`src/rtl/hce_pkg.sv`:
```
package hce_pkg;

  // Block geometry.
  localparam int MAX_BLOCK = 4;
  localparam int BLK_IDX_W = $clog2(MAX_BLOCK);
  localparam int FILL_W    = 3;
  localparam int VAL_W     = 5;
  localparam int LETTER_W  = 7;
  localparam int KEY_ROW_W = MAX_BLOCK * VAL_W;
  localparam int CFG_IDX_W = 3;

  // Column sums reach at most 4 * 25 * 31, so 12 bits hold them.
  localparam int SUM_W = 12;
  localparam int QUO_W = 8;

  // Reduction modulo 26 by a scaled reciprocal: q = (s * 2521) >> 16.
  // The error stays below 1/26 for every sum up to 4095, so q is exact.
  localparam int MODULUS   = 26;
  localparam int MOD_SHIFT = 16;
  localparam int MOD_RECIP = ((1 << MOD_SHIFT) + MODULUS - 1) / MODULUS;
  localparam int PROD_W    = SUM_W + MOD_SHIFT;

  localparam logic [LETTER_W-1:0] LETTER_BASE = 7'd97;

  // Queue between the block collector and the column engine.
  localparam int QUEUE_DEPTH = 2;
  localparam int QPTR_W      = $clog2(QUEUE_DEPTH);
  localparam int QCNT_W      = QPTR_W + 1;

  // Configuration register indexes.
  localparam logic [CFG_IDX_W-1:0] REG_BLOCK_SIZE = 3'd0;
  localparam logic [CFG_IDX_W-1:0] REG_KEY_ROW_0  = 3'd1;
  localparam logic [CFG_IDX_W-1:0] REG_KEY_ROW_1  = 3'd2;
  localparam logic [CFG_IDX_W-1:0] REG_KEY_ROW_2  = 3'd3;
  localparam logic [CFG_IDX_W-1:0] REG_KEY_ROW_3  = 3'd4;

  localparam logic [FILL_W-1:0] BLOCK_SIZE_RESET = 3'd2;

  typedef struct packed {
    logic [LETTER_W-1:0] plain_letter;
    logic                text_end;
  } in_req_t;

  typedef struct packed {
    logic [LETTER_W-1:0] cipher_letter;
    logic                last_of_run;
    logic                message_done;
  } out_req_t;

  // Key matrix indexed [row][column].
  typedef logic [MAX_BLOCK-1:0][MAX_BLOCK-1:0][VAL_W-1:0] key_mat_t;

  // One closed block: padded letter values, letters to emit, end flag.
  typedef struct packed {
    logic [MAX_BLOCK-1:0][VAL_W-1:0] vals;
    logic [FILL_W-1:0]               count;
    logic                            text_end;
  } job_t;

  // One column result on its way through the reduction pipeline.
  typedef struct packed {
    logic [SUM_W-1:0] sum;
    logic             last_of_run;
    logic             message_done;
  } lane_t;

  // Map an ASCII code to 0..25; anything that is not a lowercase letter maps to 0.
  function automatic logic [VAL_W-1:0] letter_value(input logic [LETTER_W-1:0] code);
    logic [LETTER_W-1:0] diff;
    diff = code - LETTER_BASE;
    if (code >= LETTER_BASE && diff < LETTER_W'(MODULUS)) begin
      return diff[VAL_W-1:0];
    end
    return '0;
  endfunction

endpackage

```
`src/rtl/hce_front.sv`:
```
module hce_front
  import hce_pkg::*;
(
  input  logic              clk_i,
  input  logic              rst_ni,
  input  logic              in_valid_i,
  output logic              in_stall_o,
  input  in_req_t           in_req_i,
  input  logic [FILL_W-1:0] block_size_i,
  input  logic              q_full_i,
  output logic              push_o,
  output job_t              job_o
);

  logic [FILL_W-1:0] fill_q, fill_d;
  logic [FILL_W-1:0] fill_next;
  logic [FILL_W-1:0] order;
  logic [FILL_W-1:0] count;
  logic [VAL_W-1:0]  val;
  logic              accept;
  logic              close;
  logic [MAX_BLOCK-1:0][VAL_W-1:0] store_q;

  // A new letter is taken whenever the job queue has room.
  assign in_stall_o = q_full_i;
  assign accept     = in_valid_i && !q_full_i;
  assign val        = letter_value(in_req_i.plain_letter);

  // Clamp the configured block size to 1..MAX_BLOCK.
  always_comb begin
    if (block_size_i == '0) begin
      order = FILL_W'(1);
    end else if (block_size_i > FILL_W'(MAX_BLOCK)) begin
      order = FILL_W'(MAX_BLOCK);
    end else begin
      order = block_size_i;
    end
  end

  // The block closes when it reaches the order or the message ends.
  assign fill_next = fill_q + FILL_W'(1);
  assign close     = (fill_next >= order) || in_req_i.text_end;
  assign count     = (fill_next < order) ? fill_next : order;
  assign push_o    = accept && close;

  // Build the job from the stored letters plus the one arriving now.
  // Positions past the letter count are padded with zero.
  always_comb begin
    for (int k = 0; k < MAX_BLOCK; k++) begin
      if (FILL_W'(k) >= count) begin
        job_o.vals[k] = '0;
      end else if (FILL_W'(k) == fill_q) begin
        job_o.vals[k] = val;
      end else begin
        job_o.vals[k] = store_q[k];
      end
    end
    job_o.count    = count;
    job_o.text_end = in_req_i.text_end;
  end

  always_comb begin
    fill_d = fill_q;
    if (accept) begin
      fill_d = close ? '0 : fill_next;
    end
  end

  always_ff @(posedge clk_i or negedge rst_ni) begin
    if (!rst_ni) begin
      fill_q <= '0;
    end else begin
      fill_q <= fill_d;
    end
  end

  // The fill count stays below MAX_BLOCK between items, so the slot always exists.
  always_ff @(posedge clk_i) begin
    if (accept) begin
      store_q[fill_q[BLK_IDX_W-1:0]] <= val;
    end
  end

endmodule

```
`src/rtl/hce_queue.sv`:
```
module hce_queue
  import hce_pkg::*;
(
  input  logic clk_i,
  input  logic rst_ni,
  input  logic push_i,
  input  job_t job_i,
  output logic full_o,
  input  logic pop_i,
  output logic valid_o,
  output job_t job_o
);

  job_t              slots_q [QUEUE_DEPTH];
  logic [QPTR_W-1:0] wr_ptr_q, wr_ptr_d;
  logic [QPTR_W-1:0] rd_ptr_q, rd_ptr_d;
  logic [QCNT_W-1:0] cnt_q, cnt_d;
  logic              do_push;
  logic              do_pop;

  assign full_o  = (cnt_q == QCNT_W'(QUEUE_DEPTH));
  assign valid_o = (cnt_q != '0);
  assign job_o   = slots_q[rd_ptr_q];
  assign do_push = push_i && !full_o;
  assign do_pop  = pop_i && valid_o;

  // Pointer and occupancy update.
  always_comb begin
    wr_ptr_d = wr_ptr_q;
    rd_ptr_d = rd_ptr_q;
    cnt_d    = cnt_q;
    if (do_push) begin
      wr_ptr_d = (wr_ptr_q == QPTR_W'(QUEUE_DEPTH - 1)) ? '0 : wr_ptr_q + QPTR_W'(1);
    end
    if (do_pop) begin
      rd_ptr_d = (rd_ptr_q == QPTR_W'(QUEUE_DEPTH - 1)) ? '0 : rd_ptr_q + QPTR_W'(1);
    end
    if (do_push && !do_pop) begin
      cnt_d = cnt_q + QCNT_W'(1);
    end else if (do_pop && !do_push) begin
      cnt_d = cnt_q - QCNT_W'(1);
    end
  end

  always_ff @(posedge clk_i or negedge rst_ni) begin
    if (!rst_ni) begin
      wr_ptr_q <= '0;
      rd_ptr_q <= '0;
      cnt_q    <= '0;
    end else begin
      wr_ptr_q <= wr_ptr_d;
      rd_ptr_q <= rd_ptr_d;
      cnt_q    <= cnt_d;
    end
  end

  always_ff @(posedge clk_i) begin
    if (do_push) begin
      slots_q[wr_ptr_q] <= job_i;
    end
  end

endmodule

```
`src/rtl/hce_back.sv`:
```
module hce_back
  import hce_pkg::*;
(
  input  logic     clk_i,
  input  logic     rst_ni,
  input  logic     job_valid_i,
  input  job_t     job_i,
  output logic     pop_o,
  input  key_mat_t key_i,
  output logic     out_valid_o,
  input  logic     out_stall_i,
  output out_req_t out_req_o
);

  logic [BLK_IDX_W-1:0] col_q, col_d;
  logic                 issue;
  logic                 last_col;
  lane_t                issue_lane;

  lane_t                a_q, b_q;
  logic                 a_valid_q, b_valid_q, out_valid_q;
  logic [QUO_W-1:0]     b_quo_q;
  logic [PROD_W-1:0]    recip_prod;
  logic [SUM_W-1:0]     rem_full;
  out_req_t             out_q;
  logic                 a_ready, b_ready, c_ready;

  // Each stage moves when the one after it is empty or moving.
  assign c_ready = !out_valid_q || !out_stall_i;
  assign b_ready = !b_valid_q || c_ready;
  assign a_ready = !a_valid_q || b_ready;

  // Column sequencer: one head job column per unstalled cycle.
  assign issue    = job_valid_i && a_ready;
  assign last_col = ({1'b0, col_q} + FILL_W'(1)) == job_i.count;
  assign pop_o    = issue && last_col;

  always_comb begin
    col_d = col_q;
    if (issue) begin
      col_d = last_col ? '0 : col_q + BLK_IDX_W'(1);
    end
  end

  // Dot product of the block with one key column.
  always_comb begin
    logic [SUM_W-1:0] acc;
    acc = '0;
    for (int k = 0; k < MAX_BLOCK; k++) begin
      acc = acc + SUM_W'(job_i.vals[k]) * SUM_W'(key_i[k][col_q]);
    end
    issue_lane.sum          = acc;
    issue_lane.last_of_run  = last_col;
    issue_lane.message_done = last_col && job_i.text_end;
  end

  // Quotient estimate by the scaled reciprocal.
  assign recip_prod = PROD_W'(a_q.sum) * PROD_W'(MOD_RECIP);

  // Remainder and letter code.
  assign rem_full = b_q.sum - SUM_W'(SUM_W'(b_quo_q) * SUM_W'(MODULUS));

  always_ff @(posedge clk_i or negedge rst_ni) begin
    if (!rst_ni) begin
      col_q       <= '0;
      a_valid_q   <= 1'b0;
      b_valid_q   <= 1'b0;
      out_valid_q <= 1'b0;
    end else begin
      col_q <= col_d;
      if (a_ready) begin
        a_valid_q <= issue;
      end
      if (b_ready) begin
        b_valid_q <= a_valid_q;
      end
      if (c_ready) begin
        out_valid_q <= b_valid_q;
      end
    end
  end

  // Payload registers of the three stages.
  always_ff @(posedge clk_i) begin
    if (a_ready && issue) begin
      a_q <= issue_lane;
    end
    if (b_ready && a_valid_q) begin
      b_q     <= a_q;
      b_quo_q <= recip_prod[MOD_SHIFT +: QUO_W];
    end
    if (c_ready && b_valid_q) begin
      out_q.cipher_letter <= LETTER_BASE + LETTER_W'(rem_full[VAL_W-1:0]);
      out_q.last_of_run   <= b_q.last_of_run;
      out_q.message_done  <= b_q.message_done;
    end
  end

  assign out_valid_o = out_valid_q;
  assign out_req_o   = out_q;

endmodule

```
`src/rtl/hill_cipher_encrypt_unit.sv`:
```
// Hill cipher encryption of a stream of lowercase letters.
// Input channel: in_valid_i / in_stall_o carry one letter per request with a
// text_end flag on the final letter of the message. A letter is taken at
// every clock edge with valid high and stall low; one letter per cycle is
// sustained without output stall; stall means the two-entry queue is full.
// Output channel: out_valid_o / out_stall_i carry one ciphertext letter per
// request. A block of n letters gives n results, on consecutive cycles if
// the output does not stall; a block cut short by text_end gives as many
// results as it has letters. last_of_run marks the final result of a block,
// message_done the final result of the message. The first result of a block
// passes through the block queue, then the a, b and output registers; the
// column engine gives one result per cycle unless stalled: the output rate.
// Configuration: cfg_valid_i / cfg_ready_o write block size (index 0) and
// key rows 0..3 (indexes 1..4); write only while no letter is in flight.
// Reset clears the partial block, the queue and the pipeline; block size
// returns to 2 and the key to zero. While out_stall_i is high the output
// holds, the pipeline fills behind it, then the queue, then the input stalls.
module hill_cipher_encrypt_unit
  import hce_pkg::*;
(
  input  logic                 clk_i,
  input  logic                 rst_ni,
  input  logic                 in_valid_i,
  output logic                 in_stall_o,
  input  in_req_t              in_req_i,
  output logic                 out_valid_o,
  input  logic                 out_stall_i,
  output out_req_t             out_req_o,
  input  logic                 cfg_valid_i,
  output logic                 cfg_ready_o,
  input  logic [CFG_IDX_W-1:0] cfg_index_i,
  input  logic [KEY_ROW_W-1:0] cfg_data_i
);

  logic [FILL_W-1:0] block_size_q;
  key_mat_t          key_q;
  logic              push;
  logic              q_full;
  logic              q_valid;
  logic              pop;
  job_t              push_job;
  job_t              head_job;

  assign cfg_ready_o = 1'b1;

  // Configuration registers.
  always_ff @(posedge clk_i or negedge rst_ni) begin
    if (!rst_ni) begin
      block_size_q <= BLOCK_SIZE_RESET;
      key_q        <= '0;
    end else if (cfg_valid_i) begin
      unique case (cfg_index_i)
        REG_BLOCK_SIZE: block_size_q <= cfg_data_i[FILL_W-1:0];
        REG_KEY_ROW_0:  key_q[0]     <= cfg_data_i;
        REG_KEY_ROW_1:  key_q[1]     <= cfg_data_i;
        REG_KEY_ROW_2:  key_q[2]     <= cfg_data_i;
        REG_KEY_ROW_3:  key_q[3]     <= cfg_data_i;
        default: ;
      endcase
    end
  end

  hce_front u_front (
    .clk_i        (clk_i),
    .rst_ni       (rst_ni),
    .in_valid_i   (in_valid_i),
    .in_stall_o   (in_stall_o),
    .in_req_i     (in_req_i),
    .block_size_i (block_size_q),
    .q_full_i     (q_full),
    .push_o       (push),
    .job_o        (push_job)
  );

  hce_queue u_queue (
    .clk_i   (clk_i),
    .rst_ni  (rst_ni),
    .push_i  (push),
    .job_i   (push_job),
    .full_o  (q_full),
    .pop_i   (pop),
    .valid_o (q_valid),
    .job_o   (head_job)
  );

  hce_back u_back (
    .clk_i       (clk_i),
    .rst_ni      (rst_ni),
    .job_valid_i (q_valid),
    .job_i       (head_job),
    .pop_o       (pop),
    .key_i       (key_q),
    .out_valid_o (out_valid_o),
    .out_stall_i (out_stall_i),
    .out_req_o   (out_req_o)
  );

endmodule

```
`config.mk`:
```
export PLATFORM = sky130hd
export DESIGN_NAME = hill_cipher_encrypt_unit
export DESIGN_NICKNAME = d
export VERILOG_FILES = /design/src/rtl/hce_pkg.sv /design/src/rtl/hce_front.sv /design/src/rtl/hce_queue.sv /design/src/rtl/hce_back.sv /design/src/rtl/hill_cipher_encrypt_unit.sv
export SDC_FILE = /design/constraint.sdc
export NUM_CORES = 1
export LEC_CHECK = 0
export BUFFER_PORTS_ARGS = -buffer_cell sky130_fd_sc_hd__buf_2
export CAP_MARGIN = 10
export CORE_MARGIN = 3
export CORE_UTILIZATION = 35
export DETAILED_ROUTE_END_ITERATION = 10
export PLACE_DENSITY = 0.6
export SYNTH_ARGS = -nofsm -noshare
export SYNTH_HDL_FRONTEND = slang
export SYNTH_HIERARCHICAL = 1
export SYNTH_SLANG_ARGS = --single-unit
```
`constraint.sdc`:
```
create_clock -name clk_i -period 16.3 [get_ports clk_i]
set_input_delay 0.815 -clock clk_i [delete_from_list [all_inputs] [get_ports clk_i]]
set_output_delay 0.815 -clock clk_i [all_outputs]
set_load 0.05 [all_outputs]
```
==> flow_summary.yaml, run 1 <==
run_status:
  run_status: "finished clean"
place:
  numPortBuffers: 46
  detailed_place_hpwl_um: 22590
  routabilityCongestion: 0.8758
yosys:
  synth_flop_cell: "sky130_fd_sc_hd__edfxtp_1"
  synthSimpleGateAreaFrac_pct: 9.102
  yosysTopAreaCell: "sky130_fd_sc_hd__edfxtp_1"
  share_of_the_synthesized_area_in_compound_gates_ao_oa_aoi_oai_pct: 3.499
  post_synth_instance_area_sq_um: 14270
  warnings_from_yosys: 6
  synthAdderAreaFrac_pct: 28.45
  multiplexer_area_fraction_after_synthesis_pct: 12.54
  combinational_family_with_the_most_area_after_synthesis: "adder cells"
  ys_async_sr_fraction_pct: 48.22
  netlist_instances: 1134
  number_of_flops_mapped_to_enable_cells_by_yosys: 102
  synth.yosys.seq_area_share_pct: 38.14
  synth_cell_type_count: 64
  synth_largest_type_area_fraction_pct: 21.47
  ys_ff_latch: 197
  mappedNetlistNets: 1426
  postSynthAreaPerCell_sq_um: 12.58
  largest_cells_by_area_after_synthesis: "sky130_fd_sc_hd__edfxtp_1 21%, sky130_fd_sc_hd__dfrtp_1 16%, sky130_fd_sc_hd__fa_1 16%"
  synthXorXnorAreaFrac_pct: 2.561
clocking:
  numCtsBuffers: 17
  clk_latency_ps: 440
  cts.htree.levels: 4
  cts-resized-gates: 0
  post_cts_hold_buffer_count: 0
  cts_tree: "built"
  cts.root.buffer_cell: "sky130_fd_sc_hd__clkbuf_16"
  post_cts.repair.setup_buffers: 0
  path_clk_slew_ps: 80
  numClockSinks: 197
  clock_path_buffers: 2
drt:
  finalWirelength_um: 28330
  antenna_left: 0
  drt_first_iter_violations: 363
  detailroute.via_count: 8251
  detail_route.wl_per_cell_um: 16.44
  drc_errors_left: 0
  first_pass_iters: 4
  detail_route.vias_per_cell: 4.789
setup_path:
  critical_path.n_buffers_inverters: 5
  worst_ep_required_time_ps: 16580
  worst_r2r_setup_slack_ps: 8050
  path_delay_family: "adder cells"
  worst_path_most_repeated_cell: "sky130_fd_sc_hd__fa_1"
  crit_slowest_cell: "sky130_fd_sc_hd__dfrtp_1"
  cp-start-kind: "flop"
  cp_endpoint_kind: "flop"
  worstPathArrival_ps: 8530
  worst-setup-path-type: "flop to flop"
  cpPeakStageDelay_ps: 990
  critical_path.max_fanout: 22
flow_run:
  timing.max_cap.violations: 0
floorplan:
  effective_utilization_at_floorplan_pct: 35.67
  core_sq_um: 40010
  die_w_um: 207.9
  chipHeight_um: 207.9
  row_count: 73
  number_of_i_o_pins: 48
  die_outline_area_sq_um: 43230
sta:
  finalCritPeriodShare_pct: 50.59
  finClkSkew_ps: 12.26
  report.final.setup_viol: 0
  worstMarginPinSlew_ps: 1134
  timing.slew.headroom_pct: 23.95
  maxClockFrequency_ghz: 0.1213
  setup_repair_after_global_routing_missed_its_margin: "no"
  timing.final.hold_violations: 0
  min_period_ps: 8247
  drv_slew: 0
  total_negative_slack_for_setup_checks_ps: 0
final_layout:
  flow.area_growth_from_synthesis_pct: 9.628
  multi_input_comb_area_sq_um: 8018
  final_layout_size_suffix_gt1_share_pct: 13.61
  diodes: 0
  design.final.nets: 1477
  area.sequential_sq_um: 5441
  fill_cells: 3909
global_routing:
  grt_antenna_before_repair: 2
  groute.usage.overall_pct: 13.56
  grt_first_pass_wirelength_um: 46730
  grt.overflow.total: 0
  first_global_vias: 8595
  grt_start_max_net_pins: 68
worst_hold_path:
  hold_class: "input port to async pin"
-- synth_stat cells (all sizes together), types with 2 or more instances --
master and n:
and2 71, nor3b 2, clkbuf 2, nand3 6, o21a 3, nand3b 9, xnor2 31, o211ai 2
nor3 12, inv 171, or4 2, or3 14, nand4 2, nor2b 9, a31oi 2, buf 19
mux2i 4, and3 4, a21o 7, dfrtp 94, o21ai 17, fa 114, o22ai 2, xor2 9
o31ai 3, a21oi 23, a211oi 4, a21boi 3, a211o 3, mux4 20, nand2b 7, mux2 109
a221oi 2, nor2 25, ha 142, edfxtp 102, and4bb 3, nand2 69
-- stage by stage --
stage               cells  setup WS (ps)  utilization (%)  area [sq um]  hold slack [ps]
floorplan            1134           8694                -         14270            400.3
global placement     1690           8229            37.59         15040            405.9
detailed placement   1690           8077            37.59         15040            419.6
CTS                  1722           8032            39.06         15630            276.1
global route         1723           7700            39.10         15640            288.4
finish               1723           8053            39.10         15640            282.5
-- layout make-up --
class,instances,share of cell area (%)
clock buffer,18,2.744
sequential,197,34.79
inverter,172,4.127
timing repair buffer,53,1.872
multi-input combinational,744,51.26
tap,525,4.199
clock inverter,14,1.016
-- final timing paths --
path                                       endpoint  cells past startpoint                   startpoint
setup reg to reg           u_back/a_q[13]$_DFFE_PP_                     26  u_back/col_q[1]$_DFFE_PN0P_
max in group asynchronous      key_q[0]$_DFFE_PN0P_                      2                       rst_ni
hold / removal                key_q[61]$_DFFE_PN0P_                      1                       rst_ni
setup / recovery           u_back/a_q[13]$_DFFE_PP_                     26  u_back/col_q[1]$_DFFE_PN0P_
min in group clk_i          u_back/b_q[1]$_DFFE_PP_                      0      u_back/a_q[1]$_DFFE_PP_
hold reg to reg             u_back/b_q[1]$_DFFE_PP_                      0      u_back/a_q[1]$_DFFE_PP_
-- layout by cell type (no fill, tap or decap), types with 4 or more instances in the layout --
cell / synthesis / final
sky130_fd_sc_hd__inv_1: 170 / 170
sky130_fd_sc_hd__ha_1: 142 / 142
sky130_fd_sc_hd__fa_1: 114 / 114
sky130_fd_sc_hd__edfxtp_1: 102 / 102
sky130_fd_sc_hd__dfrtp_1: 94 / 94
sky130_fd_sc_hd__and2_1: 71 / 71
sky130_fd_sc_hd__nand2_1: 68 / 68
sky130_fd_sc_hd__mux2_1: 66 / 66
sky130_fd_sc_hd__buf_2: 8 / 45
sky130_fd_sc_hd__xnor2_1: 29 / 29
sky130_fd_sc_hd__mux2_2: 24 / 24
sky130_fd_sc_hd__nor2_1: 25 / 24
sky130_fd_sc_hd__a21oi_1: 21 / 21
sky130_fd_sc_hd__mux4_2: 20 / 20
sky130_fd_sc_hd__mux2_4: 19 / 19
sky130_fd_sc_hd__clkbuf_16: 0 / 17
sky130_fd_sc_hd__or3_1: 14 / 14
sky130_fd_sc_hd__nor3_1: 10 / 10
sky130_fd_sc_hd__o21ai_0: 9 / 9
sky130_fd_sc_hd__nor2b_1: 9 / 9
sky130_fd_sc_hd__xor2_1: 9 / 9
sky130_fd_sc_hd__nand3b_1: 9 / 9
sky130_fd_sc_hd__o21ai_1: 8 / 8
sky130_fd_sc_hd__buf_4: 4 / 7
sky130_fd_sc_hd__a21o_1: 7 / 7
sky130_fd_sc_hd__nand2b_1: 7 / 7
sky130_fd_sc_hd__nand3_1: 6 / 6
sky130_fd_sc_hd__and3_1: 4 / 4
sky130_fd_sc_hd__mux2i_1: 4 / 4
-- per-layer routing --
| metal | vias to the layer above | wire [um] | share of wire (%) | global-route usage (%) |
|---|---|---|---|---|
| li1 | 3928 | - | - | - |
| met1 | 4159 | 12880 | 45 | 17.95 |
| met2 | 131 | 14060 | 50 | 22.99 |
| met3 | 33 | 779 | 2.7 | 2.141 |
| met4 | 0 | 615 | 2.2 | 4.255 |
| met5 | - | 0 | 0 | 0 |
-- kinds of logic after synthesis --
family | after synthesis
buf+inv | 193
other cells | 1
flops | 197
mux | 133
fa+ha+maj | 256
simple gates | 239
compound gates | 75
xor+xnor | 40
-- flip-flops by register name (all words and copies together), names as in the netlist --
signal and count:
key_q 80, u_queue/slots_q 48, u_front/store_q 20, u_back/a_q 14, u_back/out_req_o 9, u_back/b_q 7
u_back/b_quo_q 4, block_size_q 3, u_front/fill_q 3, u_back/col_q 2, u_queue/cnt_q 2, u_back/a_valid_q 1
u_back/b_valid_q 1, u_back/out_valid_o 1, u_queue/rd_ptr_q 1, u_queue/wr_ptr_q 1
Power of run 1 is left out: the tool's default activity adds up to more than one toggle a clock period on the data nets, which glitch-free logic cannot reach.
==> run 2, diff against run 1 <==
- ABC_AREA: default -> 1
- clock period: 16.3 -> 7.7 ns (I/O delays scaled with it)
==> flow_summary.yaml, run 2 <==
run_status:
  run_status: "finished clean"
setup_path:
  critical_path.max_fanout: 6
  cp-start-kind: "flop"
  worstPathArrival_ps: 7560
  cp_endpoint_kind: "flop"
  crit_slowest_cell: "sky130_fd_sc_hd__fa_1"
  worst_path_most_repeated_cell: "sky130_fd_sc_hd__fa_1"
  cpPeakStageDelay_ps: 550
  worst_ep_required_time_ps: 7890
  worst-setup-path-type: "flop to flop"
drt:
  antenna_left: 0
  drc_errors_left: 0
  detail_route.wl_per_cell_um: 14.92
  drt_first_iter_violations: 707
  detailroute.via_count: 11320
  finalWirelength_um: 35880
  first_pass_iters: 5
  detail_route.vias_per_cell: 4.706
floorplan:
  core_sq_um: 43360
  chipHeight_um: 216.2
  die_w_um: 216.2
  number_of_i_o_pins: 48
  effective_utilization_at_floorplan_pct: 35.67
  die_outline_area_sq_um: 46750
  row_count: 76
sta:
  timing.final.hold_violations: 0
  finClkSkew_ps: 10.41
  hold_ws_ps: 162.7
  setup_repair_after_global_routing_missed_its_margin: "yes"
  report.final.setup_viol: 0
  min_period_ps: 7377
  worstMarginPinSlew_ps: 1048
  finalCritPeriodShare_pct: 95.80
  maxClockFrequency_ghz: 0.1356
  drv_slew: 0
  timing.slew.headroom_pct: 30.04
clocking:
  clk_latency_ps: 440
  clock_path_buffers: 2
  path_clk_slew_ps: 70
  numClockSinks: 197
  cts.root.buffer_cell: "sky130_fd_sc_hd__clkbuf_16"
  numCtsBuffers: 17
  cts.htree.levels: 4
  cts_tree: "built"
final_layout:
  regMostFlops: "key_q"
  final_layout_size_suffix_gt1_share_pct: 10.66
  multi_input_comb_area_sq_um: 8579
  layout.cells.most_common: "sky130_fd_sc_hd__nand2_1"
  flow.area_growth_from_synthesis_pct: 8.931
  diodes: 0
  design.final.nets: 2099
  largest_register_ffs: 80
  fill_cells: 4386
  layout_common_cells: "507 x sky130_fd_sc_hd__nand2_1, 277 x sky130_fd_sc_hd__inv_1, 163 x sky130_fd_sc_hd__nand3_1"
  area.sequential_sq_um: 5444
global_routing:
  grt_antenna_before_repair: 0
  grt.overflow.total: 0
  grt_start_max_net_pins: 70
  groute.usage.overall_pct: 15.75
  first_global_vias: 11400
  grt_first_pass_wirelength_um: 58910
yosys:
  most_repeated_cell_in_the_gate_level_netlist_after_synthesis: "sky130_fd_sc_hd__nand2_1"
  postSynthAreaPerCell_sq_um: 8.758
  post_synth_instance_area_sq_um: 15470
  synth_common_cells: "507 x sky130_fd_sc_hd__nand2_1, 277 x sky130_fd_sc_hd__inv_1, 163 x sky130_fd_sc_hd__nand3_1, 142 x sky130_fd_sc_hd__ha_1, 115 x sky130_fd_sc_hd__nor2_1"
  mappedNetlistNets: 2058
  number_of_flops_mapped_to_enable_cells_by_yosys: 102
  synth_largest_type_area_fraction_pct: 19.80
  warnings_from_yosys: 6
  yosysTopAreaCell: "sky130_fd_sc_hd__edfxtp_1"
  synth.yosys.seq_area_share_pct: 35.18
  ys_async_sr_fraction_pct: 48.22
  synth_flop_cell: "sky130_fd_sc_hd__edfxtp_1"
  netlist_instances: 1766
  ys_ff_latch: 197
  synth_cell_type_count: 41
  largest_cells_by_area_after_synthesis: "sky130_fd_sc_hd__edfxtp_1 20%, sky130_fd_sc_hd__dfrtp_1 15%, sky130_fd_sc_hd__fa_1 15%"
place:
  detailed_place_hpwl_um: 28350
  routabilityCongestion: 0.9240
  numPortBuffers: 46
worst_hold_path:
  hold_class: "input port to flop"
flow_run:
  timing.max_cap.violations: 0
==> run 2: cell count changes in the layout (fill, tap and decap cells not counted), sizes merged, moves of 14 or more <==
cell,before,now
mux4,20,0
nor2,25,124
and2,71,0
inv,178,297
nand2,69,557
nand3,6,165
or3,14,0
buf,53,67
xnor2,31,10
a21oi,23,43
mux2,109,0
==> run 2: area by class of cell <==
cell class / count / share of cell area [%]
tap: 585 / 4.345
timing repair buffer: 69 / 2.406
inverter: 289 / 6.513
clock buffer: 21 / 2.874
clock inverter: 11 / 0.6238
multi-input combinational: 1233 / 50.92
sequential: 197 / 32.31
==> run 2: final timing paths <==
path	slack (ps)	start	end	cells past startpoint
worst max-delay path	320	u_back/col_q[0]$_DFFE_PN0P_	u_back/a_q[11]$_DFFE_PP_	29
max in group asynchronous	5940	rst_ni	u_queue/rd_ptr_q$_DFFE_PN0P_	3
worst min-delay path	160	in_req_i[0]	u_queue/slots_q[1][0]$_DFFE_PP_	1
min in group asynchronous	400	rst_ni	key_q[34]$_DFFE_PN0P_	2
worst max register to register	320	u_back/col_q[0]$_DFFE_PN0P_	u_back/a_q[11]$_DFFE_PP_	29
worst min register to register	420	u_back/a_q[1]$_DFFE_PP_	u_back/b_q[1]$_DFFE_PP_	0
==> run 2: what timing repair did <==
action                     4_1_cts  5_1_grt
setup endpoints to repair        0        7
resized for setup                0       11
setup buffers                    0        4
hold endpoints to repair        26        0
hold buffers                     1        0
==> run 2: kinds of logic (layout without fill, tap and decap cells) <==
| kind of cell | Yosys count | after routing | synth area share [%] |
|---|---|---|---|
| compound gates | 83 | 83 | 2.977 |
| other cells | 1 | 1 | 0.02425 |
| flops | 197 | 197 | 35.18 |
| xor+xnor | 22 | 22 | 1.246 |
| simple gates | 871 | 871 | 24.83 |
| fa+ha+maj | 256 | 256 | 26.24 |
| buf+inv | 336 | 390 | 9.498 |
==> run 2: critical path: cells and delay by family, from the launching register on <==
kind,cells,cell delay [ps]
xor+xnor,2,330
simple gates,8,700
fa+ha+maj,10,4690
compound gates,2,430
flops,1,460
buf+inv,7,510
==> run 2: through the flow <==
stage	cell area (sq um)	std cells	utilization, %	TNS, ps	worst slack, ps
2_1_floorplan	15470	1766	-	0	527.8
3_3_place_gp	16190	2368	37.35	0	295.5
3_5_place_dp	16190	2368	37.35	0	197.5
4_1_cts	16790	2401	38.73	0	179.8
5_1_grt	16850	2405	38.85	-13.96	-13.96
6_report	16850	2405	38.85	0	323.0
==> run 2: layer usage <==
layer	vias to the layer above	routed length, um	global-route usage (%)
li1	5610	-	-
met1	5448	16400	21.05
met2	219	17550	27.01
met3	41	1250	2.145
met4	0	689	4.137
met5	-	0	0
Power of run 2 is left out for the same reason.
==> run 3, diff against run 2 <==
- clock period: 7.7 -> 8.54 ns (I/O delays scaled with it)
==> flow_summary.yaml, run 3 (synthesized netlist as in run 2, its figures left out) <==
clocking:
  cts.htree.levels: 4
  clock_path_buffers: 2
  clk_latency_ps: 450
  cts-resized-gates: 0
  cts_tree: "built"
  numCtsBuffers: 17
  post_cts.repair.setup_buffers: 0
  numClockSinks: 197
  path_clk_slew_ps: 70
  cts.root.buffer_cell: "sky130_fd_sc_hd__clkbuf_16"
drt:
  finalWirelength_um: 35190
  drc_errors_left: 0
  drt_first_iter_violations: 697
  detail_route.vias_per_cell: 4.714
  detailroute.via_count: 11270
  antenna_left: 0
  detail_route.wl_per_cell_um: 14.72
  first_pass_iters: 5
setup_path:
  cpPeakStageDelay_ps: 550
  timing.rr.end: "u_back/a_q[11]$_DFFE_PP_"
  critical_path.max_fanout: 42
  worstPathArrival_ps: 8000
  worst_path_most_repeated_cell: "sky130_fd_sc_hd__fa_1"
  cp_endpoint_kind: "flop"
  worst-setup-path-type: "flop to flop"
  cp-start-kind: "flop"
  crit_slowest_cell: "sky130_fd_sc_hd__fa_1"
  critical_path.n_buffers_inverters: 7
  path_delay_family: "adder cells"
  regToRegStartpoint: "u_back/col_q[0]$_DFFE_PN0P_"
  worst_ep_required_time_ps: 8730
  worst-r2r-cell-count: 29
  worst_r2r_setup_slack_ps: 730
final_layout:
  design.final.nets: 2085
  flow.area_growth_from_synthesis_pct: 8.122
  layout.cells.most_common: "sky130_fd_sc_hd__nand2_1"
  largest_register_ffs: 80
  diodes: 0
  layout_common_cells: "507 x sky130_fd_sc_hd__nand2_1, 277 x sky130_fd_sc_hd__inv_1, 163 x sky130_fd_sc_hd__nand3_1"
  final_layout_size_suffix_gt1_share_pct: 9.358
  regMostFlops: "key_q"
sta:
  maxClockFrequency_ghz: 0.1280
  drv_slew: 0
  timing.final.hold_violations: 0
  total_negative_slack_for_setup_checks_ps: 0
  finalCritPeriodShare_pct: 91.48
  min_period_ps: 7812
  hold_ws_ps: 221.7
  finClkSkew_ps: 19.02
  setup_repair_after_global_routing_missed_its_margin: "no"
  worstMarginPinSlew_ps: 1015
  timing.slew.headroom_pct: 32.28
  report.final.setup_viol: 0
floorplan:
  effective_utilization_at_floorplan_pct: 35.67
  chipHeight_um: 216.2
  number_of_i_o_pins: 48
  die_outline_area_sq_um: 46750
  die_w_um: 216.2
  row_count: 76
  core_sq_um: 43360
worst_hold_path:
  worst_hold_path.num_cells: 3
  hold_class: "input port to flop"
  hold_path_startpoint: "out_stall_i"
  timing.hold.worst_endpoint: "u_back/out_valid_o$_DFFE_PN0P_"
global_routing:
  first_global_vias: 11370
  grt_antenna_before_repair: 0
  grt_start_max_net_pins: 61
  grt.overflow.total: 0
  grt_first_pass_wirelength_um: 58740
  groute.usage.overall_pct: 15.62
run_status:
  run_status: "finished clean"
place:
  routabilityCongestion: 0.8723
  numPortBuffers: 46
  detailed_place_hpwl_um: 28100
flow_run:
  timing.max_cap.violations: 0
==> run 3: cell count changes in the layout (fill, tap and decap cells not counted), moves of 4 or more <==
cell / delta
sky130_fd_sc_hd__ha_2: -4
sky130_fd_sc_hd__ha_1: +4
sky130_fd_sc_hd__inv_6: -6
sky130_fd_sc_hd__buf_4: -13
sky130_fd_sc_hd__clkbuf_8: +5
==> run 3: final cells by class <==
cell class                      instances  area, sq um
Timing Repair Buffer                   55        302.8
Tap cell                              585        732.0
Fill cell                            4453        26640
Sequential cell                       197         5441
Inverter                              289         1095
Multi-Input combinational cell       1233         8558
Clock inverter                          4        30.03
Clock buffer                           28        563.0
==> run 3: metal layers <==
metal | wire length, um | track usage, % | part of all wire, % | up-vias
met5 | 0 | 0 | 0 | -
met4 | 618 | 4.706 | 1.8 | 0
met3 | 1117 | 2.131 | 3.2 | 37
met2 | 17260 | 26.61 | 49 | 194
met1 | 16190 | 20.79 | 46 | 5453
li1 | - | - | - | 5587
==> run 3: what timing repair did <==
item                       4_1_cts  5_1_grt
setup endpoints to repair        0        0
hold buffers                     1        0
hold endpoints to repair        35        0
==> run 3: how the worst max path moves through the flow <==
stage                                     endpoint                         from  slack (ps)  cells after the start
after CTS                 u_back/a_q[11]$_DFFE_PP_  u_back/col_q[0]$_DFFE_PN0P_         740                     29
after detailed placement  u_back/a_q[11]$_DFFE_PP_  u_back/col_q[0]$_DFFE_PN0P_         740                     29
after global routing      u_back/a_q[13]$_DFFE_PP_  u_back/col_q[0]$_DFFE_PN0P_         330                     30
after global placement    u_back/a_q[11]$_DFFE_PP_  u_back/col_q[0]$_DFFE_PN0P_         940                     29
after floorplan           u_back/a_q[11]$_DFFE_PP_  u_back/col_q[0]$_DFFE_PN0P_        1370                     31
final                     u_back/a_q[11]$_DFFE_PP_  u_back/col_q[0]$_DFFE_PN0P_         730                     29
==> run 3: metrics by stage <==
| step | setup WS [ps] | utilization, % | instance area [sq um] | instances |
|---|---|---|---|---|
| finish | 727.5 | 38.56 | 16720 | 2391 |
| floorplan | 1368 | - | 15470 | 1766 |
| global route | 334.8 | 38.56 | 16720 | 2391 |
| CTS | 741.2 | 38.56 | 16720 | 2391 |
| detailed placement | 742.1 | 37.17 | 16120 | 2358 |
| global placement | 936.2 | 37.17 | 16120 | 2358 |
==> run 3: tightest hold or removal path, cell delays in order <==
cell	delay, ps
sky130_fd_sc_hd__buf_2	80
sky130_fd_sc_hd__nand2_1	60
sky130_fd_sc_hd__nand2_1	60
Power of run 3 is left out for the same reason.
